==> src/okt_pkg.sv <==
// package for the ordered keyed entry table
// shared defaults, command and status codes, compare result type; no dependencies
package okt_pkg;

  localparam int EntriesDef  = 16;
  localparam int KeyBytesDef = 32;

  // command modes
  localparam logic [1:0] MODE_ADD    = 2'd0;
  localparam logic [1:0] MODE_REMOVE = 2'd1;
  localparam logic [1:0] MODE_QUERY  = 2'd2;
  localparam logic [1:0] MODE_NONE   = 2'd3;

  // result status codes
  localparam logic [1:0] ST_ADDED = 2'd0;
  localparam logic [1:0] ST_FULL  = 2'd1;
  localparam logic [1:0] ST_DONE  = 2'd2;

  // outputs of the shared compare unit
  typedef struct packed {
    logic byte_eq;
    logic code_eq;
  } cmp_t;

endpackage

==> src/okt_ram.sv <==
// generic single write, single read ram with registered read data
// no dependencies
module okt_ram #(
  parameter int WIDTH = 8,
  parameter int DEPTH = 16,
  localparam int AW = (DEPTH > 1) ? $clog2(DEPTH) : 1
) (
  input  logic             clk_i,
  input  logic             we_i,
  input  logic [AW-1:0]    waddr_i,
  input  logic [WIDTH-1:0] wdata_i,
  input  logic [AW-1:0]    raddr_i,
  output logic [WIDTH-1:0] rdata_o
);

  logic [WIDTH-1:0] mem_q [DEPTH];
  logic [WIDTH-1:0] rdata_q;

  // write port and registered read port
  always_ff @(posedge clk_i) begin
    if (we_i) begin
      mem_q[waddr_i] <= wdata_i;
    end
    rdata_q <= mem_q[raddr_i];
  end

  assign rdata_o = rdata_q;

endmodule

==> src/okt_match.sv <==
// shared compare unit: one key byte and one code per cycle
// depends on okt_pkg
module okt_match (
  input  logic [7:0]    stored_byte_i,
  input  logic [7:0]    key_byte_i,
  input  logic [31:0]   stored_code_i,
  input  logic [31:0]   cmd_code_i,
  output okt_pkg::cmp_t cmp_o
);

  // equality of the byte pair and the code pair
  always_comb begin
    cmp_o.byte_eq = (stored_byte_i == key_byte_i);
    cmp_o.code_eq = (stored_code_i == cmd_code_i);
  end

endmodule

==> src/ordered_keyed_entry_table_unit.sv <==
// top level of the ordered keyed entry table
// depends on okt_pkg, okt_ram, okt_match

// Keeps up to ENTRIES entries (key text plus 32-bit code) in insertion order,
// compacted so the oldest is always slot 0. A key arrives one byte per item on
// start_i while busy_o is low; a nonzero byte is collected and gives no result.
// The zero byte runs the command and result_valid_o pulses for exactly one cycle
// when it finishes; the receiver cannot stall it. Query goes straight to the
// result; add copies the key into the new slot byte by byte, then writes its
// length and code; remove reads each held entry, compares it in the shared
// compare unit, and copies a survivor's text down byte by byte. Text moves
// through the text ram one byte at a time. Mode 3 clears the key and gives no result.
module ordered_keyed_entry_table_unit #(
  parameter int ENTRIES   = okt_pkg::EntriesDef,
  parameter int KEY_BYTES = okt_pkg::KeyBytesDef
) (
  input  logic               clk_i,
  input  logic               rst_ni,
  input  logic               start_i,
  input  logic [1:0]         mode_i,
  input  logic [7:0]         key_byte_i,
  input  logic signed [31:0] entry_code_i,
  input  logic               match_any_text_i,
  input  logic               match_any_code_i,
  output logic               busy_o,
  output logic               result_valid_o,
  output logic [1:0]         status_o,
  output logic [4:0]         removed_count_o,
  output logic [4:0]         entry_count_o,
  output logic signed [31:0] head_code_o,
  output logic               head_valid_o
);

  localparam int CW  = $clog2(ENTRIES + 1);
  localparam int IW  = $clog2(ENTRIES);
  localparam int KLW = $clog2(KEY_BYTES + 1);
  localparam int KIW = (KEY_BYTES > 1) ? $clog2(KEY_BYTES) : 1;
  localparam int TD  = ENTRIES * KEY_BYTES;
  localparam int TAW = $clog2(TD);
  localparam int MW  = KLW + 32;

  typedef enum logic [3:0] {
    S_IDLE, S_ADD_RD, S_ADD_WR, S_ADD_META, S_META_RD, S_META,
    S_TXT_RD, S_TXT_CMP, S_DECIDE, S_CP_RD, S_CP_WR, S_DONE
  } state_e;

  state_e state_q, state_d;
  logic [CW-1:0]  held_q, held_d, idx_q, idx_d, keep_q, keep_d, rem_q, rem_d;
  logic [KLW-1:0] klen_q, klen_d, j_q, j_d, len_q, len_d;
  logic           kovf_q, kovf_d, tm_q, tm_d, ce_q, ce_d;
  logic [31:0]    head_q, head_d, code_q, code_d, mcode_q, mcode_d;
  logic           anyt_q, anyt_d, anyc_q, anyc_d;
  logic [1:0]     st_q, st_d;
  logic           rv_q, rv_d;
  logic [1:0]     ost_q;
  logic [4:0]     orem_q, ocnt_q;
  logic [31:0]    ohead_q;
  logic           ohv_q;

  // ram control
  logic           key_we, txt_we, meta_we;
  logic [KIW-1:0] key_waddr, key_raddr;
  logic [7:0]     key_rdata, txt_wdata, txt_rdata;
  logic [TAW-1:0] txt_waddr, txt_raddr;
  logic [IW-1:0]  meta_waddr, meta_raddr;
  logic [MW-1:0]  meta_wdata, meta_rdata;
  okt_pkg::cmp_t  cmp;

  logic [KLW-1:0] j_inc;
  logic [CW-1:0]  idx_inc, keep_inc;
  logic           accept;

  assign accept   = start_i && (state_q == S_IDLE);
  assign j_inc    = KLW'(j_q + 1'b1);
  assign idx_inc  = CW'(idx_q + 1'b1);
  assign keep_inc = CW'(keep_q + 1'b1);

  okt_ram #(.WIDTH(8), .DEPTH(KEY_BYTES)) u_key_ram (
    .clk_i, .we_i(key_we), .waddr_i(key_waddr), .wdata_i(key_byte_i),
    .raddr_i(key_raddr), .rdata_o(key_rdata)
  );

  okt_ram #(.WIDTH(8), .DEPTH(TD)) u_text_ram (
    .clk_i, .we_i(txt_we), .waddr_i(txt_waddr), .wdata_i(txt_wdata),
    .raddr_i(txt_raddr), .rdata_o(txt_rdata)
  );

  okt_ram #(.WIDTH(MW), .DEPTH(ENTRIES)) u_meta_ram (
    .clk_i, .we_i(meta_we), .waddr_i(meta_waddr), .wdata_i(meta_wdata),
    .raddr_i(meta_raddr), .rdata_o(meta_rdata)
  );

  okt_match u_match (
    .stored_byte_i(txt_rdata), .key_byte_i(key_rdata),
    .stored_code_i(meta_rdata[31:0]), .cmd_code_i(code_q), .cmp_o(cmp)
  );

  // fixed ram addressing
  assign key_waddr  = klen_q[KIW-1:0];
  assign key_raddr  = j_q[KIW-1:0];
  assign meta_raddr = idx_q[IW-1:0];
  assign txt_raddr  = TAW'(int'(idx_q[IW-1:0]) * KEY_BYTES + int'(j_q));

  // sequencer next state
  always_comb begin
    state_d = state_q;
    held_d  = held_q;  idx_d  = idx_q;  keep_d = keep_q; rem_d = rem_q;
    klen_d  = klen_q;  j_d    = j_q;    len_d  = len_q;
    kovf_d  = kovf_q;  tm_d   = tm_q;   ce_d   = ce_q;
    head_d  = head_q;  code_d = code_q; mcode_d = mcode_q;
    anyt_d  = anyt_q;  anyc_d = anyc_q; st_d   = st_q;
    rv_d    = 1'b0;
    key_we  = 1'b0;
    txt_we  = 1'b0;
    meta_we = 1'b0;
    txt_waddr  = TAW'(int'(held_q[IW-1:0]) * KEY_BYTES + int'(j_q));
    txt_wdata  = key_rdata;
    meta_waddr = held_q[IW-1:0];
    meta_wdata = {klen_q, code_q};
    unique case (state_q)
      S_IDLE: begin
        if (accept) begin
          code_d = entry_code_i;
          anyt_d = match_any_text_i;
          anyc_d = match_any_code_i;
          j_d    = '0;
          rem_d  = '0;
          if (key_byte_i != 8'd0) begin
            // collect one key byte
            if (klen_q < KLW'(KEY_BYTES)) begin
              key_we = 1'b1;
              klen_d = KLW'(klen_q + 1'b1);
            end else begin
              kovf_d = 1'b1;
            end
          end else begin
            unique case (mode_i)
              okt_pkg::MODE_ADD: begin
                if (held_q >= CW'(ENTRIES)) begin
                  st_d    = okt_pkg::ST_FULL;
                  state_d = S_DONE;
                end else begin
                  st_d    = okt_pkg::ST_ADDED;
                  state_d = (klen_q == '0) ? S_ADD_META : S_ADD_RD;
                end
              end
              okt_pkg::MODE_REMOVE: begin
                st_d    = okt_pkg::ST_DONE;
                idx_d   = '0;
                keep_d  = '0;
                state_d = S_META_RD;
              end
              okt_pkg::MODE_QUERY: begin
                st_d    = okt_pkg::ST_DONE;
                state_d = S_DONE;
              end
              default: begin
                klen_d = '0;
                kovf_d = 1'b0;
              end
            endcase
          end
        end
      end
      S_ADD_RD: state_d = S_ADD_WR;
      S_ADD_WR: begin
        // key byte into the new slot
        txt_we = 1'b1;
        j_d    = j_inc;
        state_d = (j_inc == klen_q) ? S_ADD_META : S_ADD_RD;
      end
      S_ADD_META: begin
        meta_we = 1'b1;
        if (held_q == '0) head_d = code_q;
        held_d  = CW'(held_q + 1'b1);
        state_d = S_DONE;
      end
      S_META_RD: begin
        if (idx_q == held_q) begin
          held_d  = keep_q;
          state_d = S_DONE;
        end else begin
          state_d = S_META;
        end
      end
      S_META: begin
        // length and code of the entry under test
        len_d   = meta_rdata[MW-1:32];
        mcode_d = meta_rdata[31:0];
        ce_d    = anyc_q || cmp.code_eq;
        j_d     = '0;
        state_d = S_DECIDE;
        if (anyt_q) begin
          tm_d = 1'b1;
        end else if (kovf_q || (meta_rdata[MW-1:32] != klen_q)) begin
          tm_d = 1'b0;
        end else if (klen_q == '0) begin
          tm_d = 1'b1;
        end else begin
          state_d = S_TXT_RD;
        end
      end
      S_TXT_RD: state_d = S_TXT_CMP;
      S_TXT_CMP: begin
        if (!cmp.byte_eq) begin
          tm_d    = 1'b0;
          state_d = S_DECIDE;
        end else if (j_inc == len_q) begin
          tm_d    = 1'b1;
          state_d = S_DECIDE;
        end else begin
          j_d     = j_inc;
          state_d = S_TXT_RD;
        end
      end
      S_DECIDE: begin
        j_d     = '0;
        state_d = S_META_RD;
        if (tm_q && ce_q) begin
          rem_d = CW'(rem_q + 1'b1);
          idx_d = idx_inc;
        end else begin
          if (keep_q == '0) head_d = mcode_q;
          if (keep_q == idx_q || len_q == '0) begin
            meta_we    = (keep_q != idx_q);
            meta_waddr = keep_q[IW-1:0];
            meta_wdata = {len_q, mcode_q};
            keep_d     = keep_inc;
            idx_d      = idx_inc;
          end else begin
            // survivor moves down: meta now, text bytes after
            meta_we    = 1'b1;
            meta_waddr = keep_q[IW-1:0];
            meta_wdata = {len_q, mcode_q};
            state_d    = S_CP_RD;
          end
        end
      end
      S_CP_RD: state_d = S_CP_WR;
      S_CP_WR: begin
        txt_we    = 1'b1;
        txt_waddr = TAW'(int'(keep_q[IW-1:0]) * KEY_BYTES + int'(j_q));
        txt_wdata = txt_rdata;
        if (j_inc == len_q) begin
          keep_d  = keep_inc;
          idx_d   = idx_inc;
          j_d     = '0;
          state_d = S_META_RD;
        end else begin
          j_d     = j_inc;
          state_d = S_CP_RD;
        end
      end
      S_DONE: begin
        rv_d    = 1'b1;
        klen_d  = '0;
        kovf_d  = 1'b0;
        state_d = S_IDLE;
      end
      default: state_d = S_IDLE;
    endcase
  end

  // control state and result strobe
  always_ff @(posedge clk_i or negedge rst_ni) begin
    if (!rst_ni) begin
      state_q <= S_IDLE;
      held_q  <= '0;
      klen_q  <= '0;
      kovf_q  <= 1'b0;
      rv_q    <= 1'b0;
    end else begin
      state_q <= state_d;
      held_q  <= held_d;
      klen_q  <= klen_d;
      kovf_q  <= kovf_d;
      rv_q    <= rv_d;
    end
  end

  // working and result payload registers
  always_ff @(posedge clk_i) begin
    idx_q <= idx_d;  keep_q <= keep_d; rem_q <= rem_d;
    j_q   <= j_d;    len_q  <= len_d;  tm_q  <= tm_d;  ce_q <= ce_d;
    head_q <= head_d; code_q <= code_d; mcode_q <= mcode_d;
    anyt_q <= anyt_d; anyc_q <= anyc_d; st_q <= st_d;
    if (state_q == S_DONE) begin
      ost_q   <= st_q;
      orem_q  <= 5'(rem_q);
      ocnt_q  <= 5'(held_q);
      ohv_q   <= (held_q != '0);
      ohead_q <= (held_q != '0) ? head_q : 32'd0;
    end
  end

  assign busy_o          = (state_q != S_IDLE);
  assign result_valid_o  = rv_q;
  assign status_o        = ost_q;
  assign removed_count_o = orem_q;
  assign entry_count_o   = ocnt_q;
  assign head_code_o     = ohead_q;
  assign head_valid_o    = ohv_q;

  // checks
  a_held_range: assert property (@(posedge clk_i) disable iff (!rst_ni)
    held_q <= CW'(ENTRIES)) else $error("held count beyond pool size");
  a_result_idle: assert property (@(posedge clk_i) disable iff (!rst_ni)
    result_valid_o |-> !busy_o) else $error("result while busy");
  a_head_valid: assert property (@(posedge clk_i) disable iff (!rst_ni)
    result_valid_o |-> (head_valid_o == (held_q != '0)))
    else $error("head valid disagrees with count");
  a_full: assert property (@(posedge clk_i) disable iff (!rst_ni)
    (result_valid_o && status_o == okt_pkg::ST_FULL) |-> (held_q == CW'(ENTRIES)))
    else $error("full status with room left");

endmodule

==> config.mk <==
export PLATFORM = sky130hd
export DESIGN_NAME = ordered_keyed_entry_table_unit
export DESIGN_NICKNAME = d
export VERILOG_FILES = /design/src/okt_pkg.sv /design/src/okt_ram.sv /design/src/okt_match.sv /design/src/ordered_keyed_entry_table_unit.sv
export SDC_FILE = /design/constraint.sdc
export NUM_CORES = 2
export LEC_CHECK = 0
export BUFFER_PORTS_ARGS = -buffer_cell sky130_fd_sc_hd__buf_2
export CAP_MARGIN = 40
export CORE_MARGIN = 4
export CORE_UTILIZATION = 40
export CTS_BUF_LIST = sky130_fd_sc_hd__clkbuf_4 sky130_fd_sc_hd__clkbuf_8 sky130_fd_sc_hd__clkbuf_16
export CTS_CLUSTER_SIZE = 28
export DETAILED_ROUTE_END_ITERATION = 12
export PLACE_DENSITY_LB_ADDON = 0.15
export SLEW_MARGIN = 0
export SYNTH_ARGS = -nofsm -noshare
export SYNTH_HDL_FRONTEND = slang
export SYNTH_HIERARCHICAL = 1
export SYNTH_MEMORY_MAX_BITS = 65536
export SYNTH_SLANG_ARGS = --single-unit
==> constraint.sdc <==
create_clock -name clk_i -period 7.93 [get_ports clk_i]
set_input_delay 1.586 -clock clk_i [delete_from_list [all_inputs] [get_ports clk_i]]
set_output_delay 1.586 -clock clk_i [all_outputs]
set_load 0.02 [all_outputs]
==> flow_metrics.env <==
export IMPL_fp_coreArea_sq_um=505200
export IMPL_placedCellCount=16650
export IMPL_drt_met1_wl_microns=238000
export IMPL_syn_area_per_cell_sq_um=19.93
export IMPL_initial_utilization=0.4014
export IMPL_path_depth=13
export IMPL_critPathMaxStageDelay_ns=0.79
export IMPL_yosys_warnings=6
export IMPL_timing_hold_ws_ns=0.4413
export IMPL_wl_met2_microns=266300
export IMPL_antenna_found_initial=29
export IMPL_final_cells=17660
export IMPL_viasPerCell=5.813
export IMPL_synthCells=10170
export IMPL_clk_latency_ns=1.04
export IMPL_drc=0
export IMPL_relSlewSlack=0.1480
export IMPL_ys_ff_latch=5205
export IMPL_grt_pass1_wl_microns=795200
export IMPL_synthTopCellsByArea="edfxtp_1, mux4_2, mux2i_1"
export IMPL_totalWireLength_microns=561100
export IMPL_netlist_top_cells_count="edfxtp_1, mux4_2, mux2i_1"
export IMPL_ant_nets=0
export IMPL_post_cts_buffers=0
export IMPL_cp_end_kind="flop"
export IMPL_io_buffers=93
export IMPL_path_max_fanout=16
export IMPL_worstSetupPathType="reg2reg"
export IMPL_syn2layout_area_growth_pct=13.67
export IMPL_syn_nets=10240
export IMPL_ys_seq_area_frac=0.7676
export IMPL_path_buf_inv=2
export IMPL_overflow=0
export IMPL_wl_met3_microns=40230
export IMPL_cp_common_cell="buf_4"
export IMPL_htree_levels=6
export IMPL_multiInputGateArea_sq_um=44090
export IMPL_p_per_area_nw_per_um2=370.5
export IMPL_cts_tree="built"
export IMPL_synth_main_ff_cell="edfxtp_1"
export IMPL_fillers=42000
export IMPL_cts_buffers=555
export IMPL_clk_pin_slew_ns=0.06
export IMPL_fin_setup_tns_ns=0
export IMPL_dp_hpwl_microns=339200
export IMPL_critPathLaunchType="flop"
export IMPL_hold_class="reg2reg"
export IMPL_maxCapViolations=0
export IMPL_ios=94
export IMPL_dr_max_layer_used="met5"
export IMPL_synth_edff_count=5134
export IMPL_finalMaxSlewViolations=0
export IMPL_finalHoldViolations=0
export IMPL_cp_slowest_cell="nor2_1"
export IMPL_fin_util=0.4563
export IMPL_cp_data_required_time_ns=8.57
export IMPL_worst_slew_pin_slew_ns=1.278
export IMPL_period_minus_slack_ns=5.820
export IMPL_nNetsFinal=10560
export IMPL_arrival_ns=6.46
export IMPL_die_y_microns=720.0
export IMPL_yosysTopAreaCell="edfxtp_1"
export IMPL_yosysMostFrequentCell="edfxtp_1"
export IMPL_routabilityCongestion=0.8950
export IMPL_dr_pass1_iters=6
export IMPL_crit_family="simple AND/OR/NAND/NOR gates"
export IMPL_fmax_ghz=0.1718
export IMPL_p_leak_nw=71.99
export IMPL_clockBufferDepth=4
export IMPL_grt_max_degree=158
export IMPL_cts_root_buf="clkbuf_16"
export IMPL_grtUsageTotal=0.2118
export IMPL_netlist_area_sq_um=202800
export IMPL_grt_pass1_vias=103700
export IMPL_drive_gt1_frac=0.2064
export IMPL_rsz0062_at_grt="false"
export IMPL_clock_sink_count=5205
export IMPL_die_w_microns=720.0
export IMPL_synth_top_area_share=0.7602
export IMPL_async_reset_ff_frac=0.003266
export IMPL_hold_depth=0
export IMPL_path_cells="nor2b_1 -> and2b_1 -> and2_1 -> buf_4 -> o21ai_0 -> ha_1 -> nand3_1 -> xor2_1 -> o21ai_1 -> buf_4 -> nor3b_2 -> nand2_1 -> nor2_1"
export IMPL_post_route_period_util=0.7339
export IMPL_drt_wirelength_per_cell_microns=31.78
export IMPL_fin_skew_ns=0.04332
export IMPL_fp_row_count=261
export IMPL_cts_repair_resized=0
export IMPL_holdBufCountCts=0
export IMPL_die_area_sq_um=518400
export IMPL_seq_area_sq_um=155700
export IMPL_status="finished, final reports clean"
export IMPL_vias=102600
export IMPL_ys_types=79
export IMPL_first_iter_violations=11260
export IMPL_r2r_cells=13
export IMPL_setup_violations=0
export IMPL_peakVddDrop_mv=0.3837
[sequential cells by signal, indices dropped and copies added (netlist names), 6 cells and up]
signal / cells
u_key_ram/mem_q: 256
u_text_ram/rdata_o: 8
j_q: 6
len_q: 6
klen_q: 6
code_q: 32
u_key_ram/rdata_o: 8
u_text_ram/mem_q: 4096
head_code_o: 32
mcode_q: 32
u_meta_ram/mem_q: 608
head_q: 32
u_meta_ram/rdata_o: 38
[cell families after synthesis]
| kind of cell | share of synthesized area |
|---|---|
| adder cells (fa/ha/maj) | 0.001111 |
| flip-flops | 0.7676 |
| AND/OR/NAND/NOR | 0.02989 |
| buffers and inverters | 0.01766 |
| AO/OA/AOI/OAI | 0.03889 |
| multiplexers | 0.1409 |
| XOR/XNOR | 0.003912 |
[power by group]
group	internal, mW	switching, mW
logic	7.69	16.8
registers	34.6	0.501
clock network	15.2	10.6
total	57.5	27.9
[final cells by class]
class                   count  share of cell area
diodes                     11           0.0001194
inverters                  16           0.0002931
clock buffers             689             0.06602
repair buffers            387             0.01746
well taps                6706             0.03640
flip-flops and latches   5205              0.6753
clock inverters           309             0.01311
multi-input cells        4334              0.1913
[metrics by stage]
step / setup WS, ns / power (mW) / cell area (sq um)
2_1_floorplan: 2.160 / 50.62 / 202800
3_3_place_gp: 2.030 / 59.66 / 210600
3_5_place_dp: 2.208 / 60.34 / 212200
4_1_cts: 2.128 / 86.13 / 230500
5_1_grt: 1.789 / 88.51 / 230500
6_report: 2.110 / 85.40 / 230500
[layout by cell type, fill, tap and decap left out, drive strengths merged, types with 9 or more instances in the layout]
cell | netlist | final
a31oi | 9 | 9
nand3 | 55 | 55
nor2b | 45 | 45
nor3 | 122 | 122
mux2i | 798 | 798
nor4 | 51 | 51
xnor2 | 33 | 33
o22ai | 164 | 164
dfxtp | 54 | 54
nor2 | 691 | 691
dfrtp | 17 | 17
clkinv | 0 | 218
edfxtp | 5134 | 5134
o31ai | 13 | 13
clkdlybuf4s15 | 0 | 9
diode | 0 | 11
nand2b | 10 | 10
mux4 | 886 | 886
nor3b | 9 | 9
clkbuf | 308 | 689
a211oi | 19 | 19
o221ai | 372 | 372
inv | 16 | 42
and3 | 10 | 10
nand4 | 39 | 39
mux2 | 56 | 56
a21oi | 213 | 213
o21ai | 138 | 138
ha | 18 | 18
clkinvlp | 0 | 18
bufinv | 0 | 47
buf | 311 | 376
nand2 | 270 | 270
a22oi | 138 | 138
xor2 | 54 | 54
and2 | 28 | 28
[metal layers]
metal | global-route usage | vias up
met5 | 0 | -
met3 | 0.03701 | 811
met4 | 0.06006 | 8
met1 | 0.2993 | 54610
li1 | - | 42820
met2 | 0.3392 | 4401
[worst register-to-register path: cells and delay by family, from the launching register on]
family	cells	cell delay (ns)
and+or+nand+nor	7	3.17
buffers and inverters	2	0.61
adders and majority gates	1	0.25
DFF	1	0.72
xor gates and xnor gates	1	0.09
AOI/OAI and AO/OA	2	0.57
[worst paths after layout]
kind | from | end | slack, ns
max in group asynchronous | rst_ni | state_q[0]$_DFFE_PN0P_ | 7.11
min in group asynchronous | rst_ni | result_valid_o$_DFF_PN0_ | 0.49
worst min-delay path | st_q[1]$_DFFE_PP_ | status_o[1]$_DFFE_PP_ | 0.44
worst min register to register | st_q[1]$_DFFE_PP_ | status_o[1]$_DFFE_PP_ | 0.44
worst max register to register | state_q[1]$_DFFE_PN0P_ | u_text_ram/mem_q[272][4]$_DFFE_PP_ | 2.11
worst max-delay path | state_q[1]$_DFFE_PN0P_ | u_text_ram/mem_q[272][4]$_DFFE_PP_ | 2.11
No activity file was read; power rests on OpenSTA's default activity.
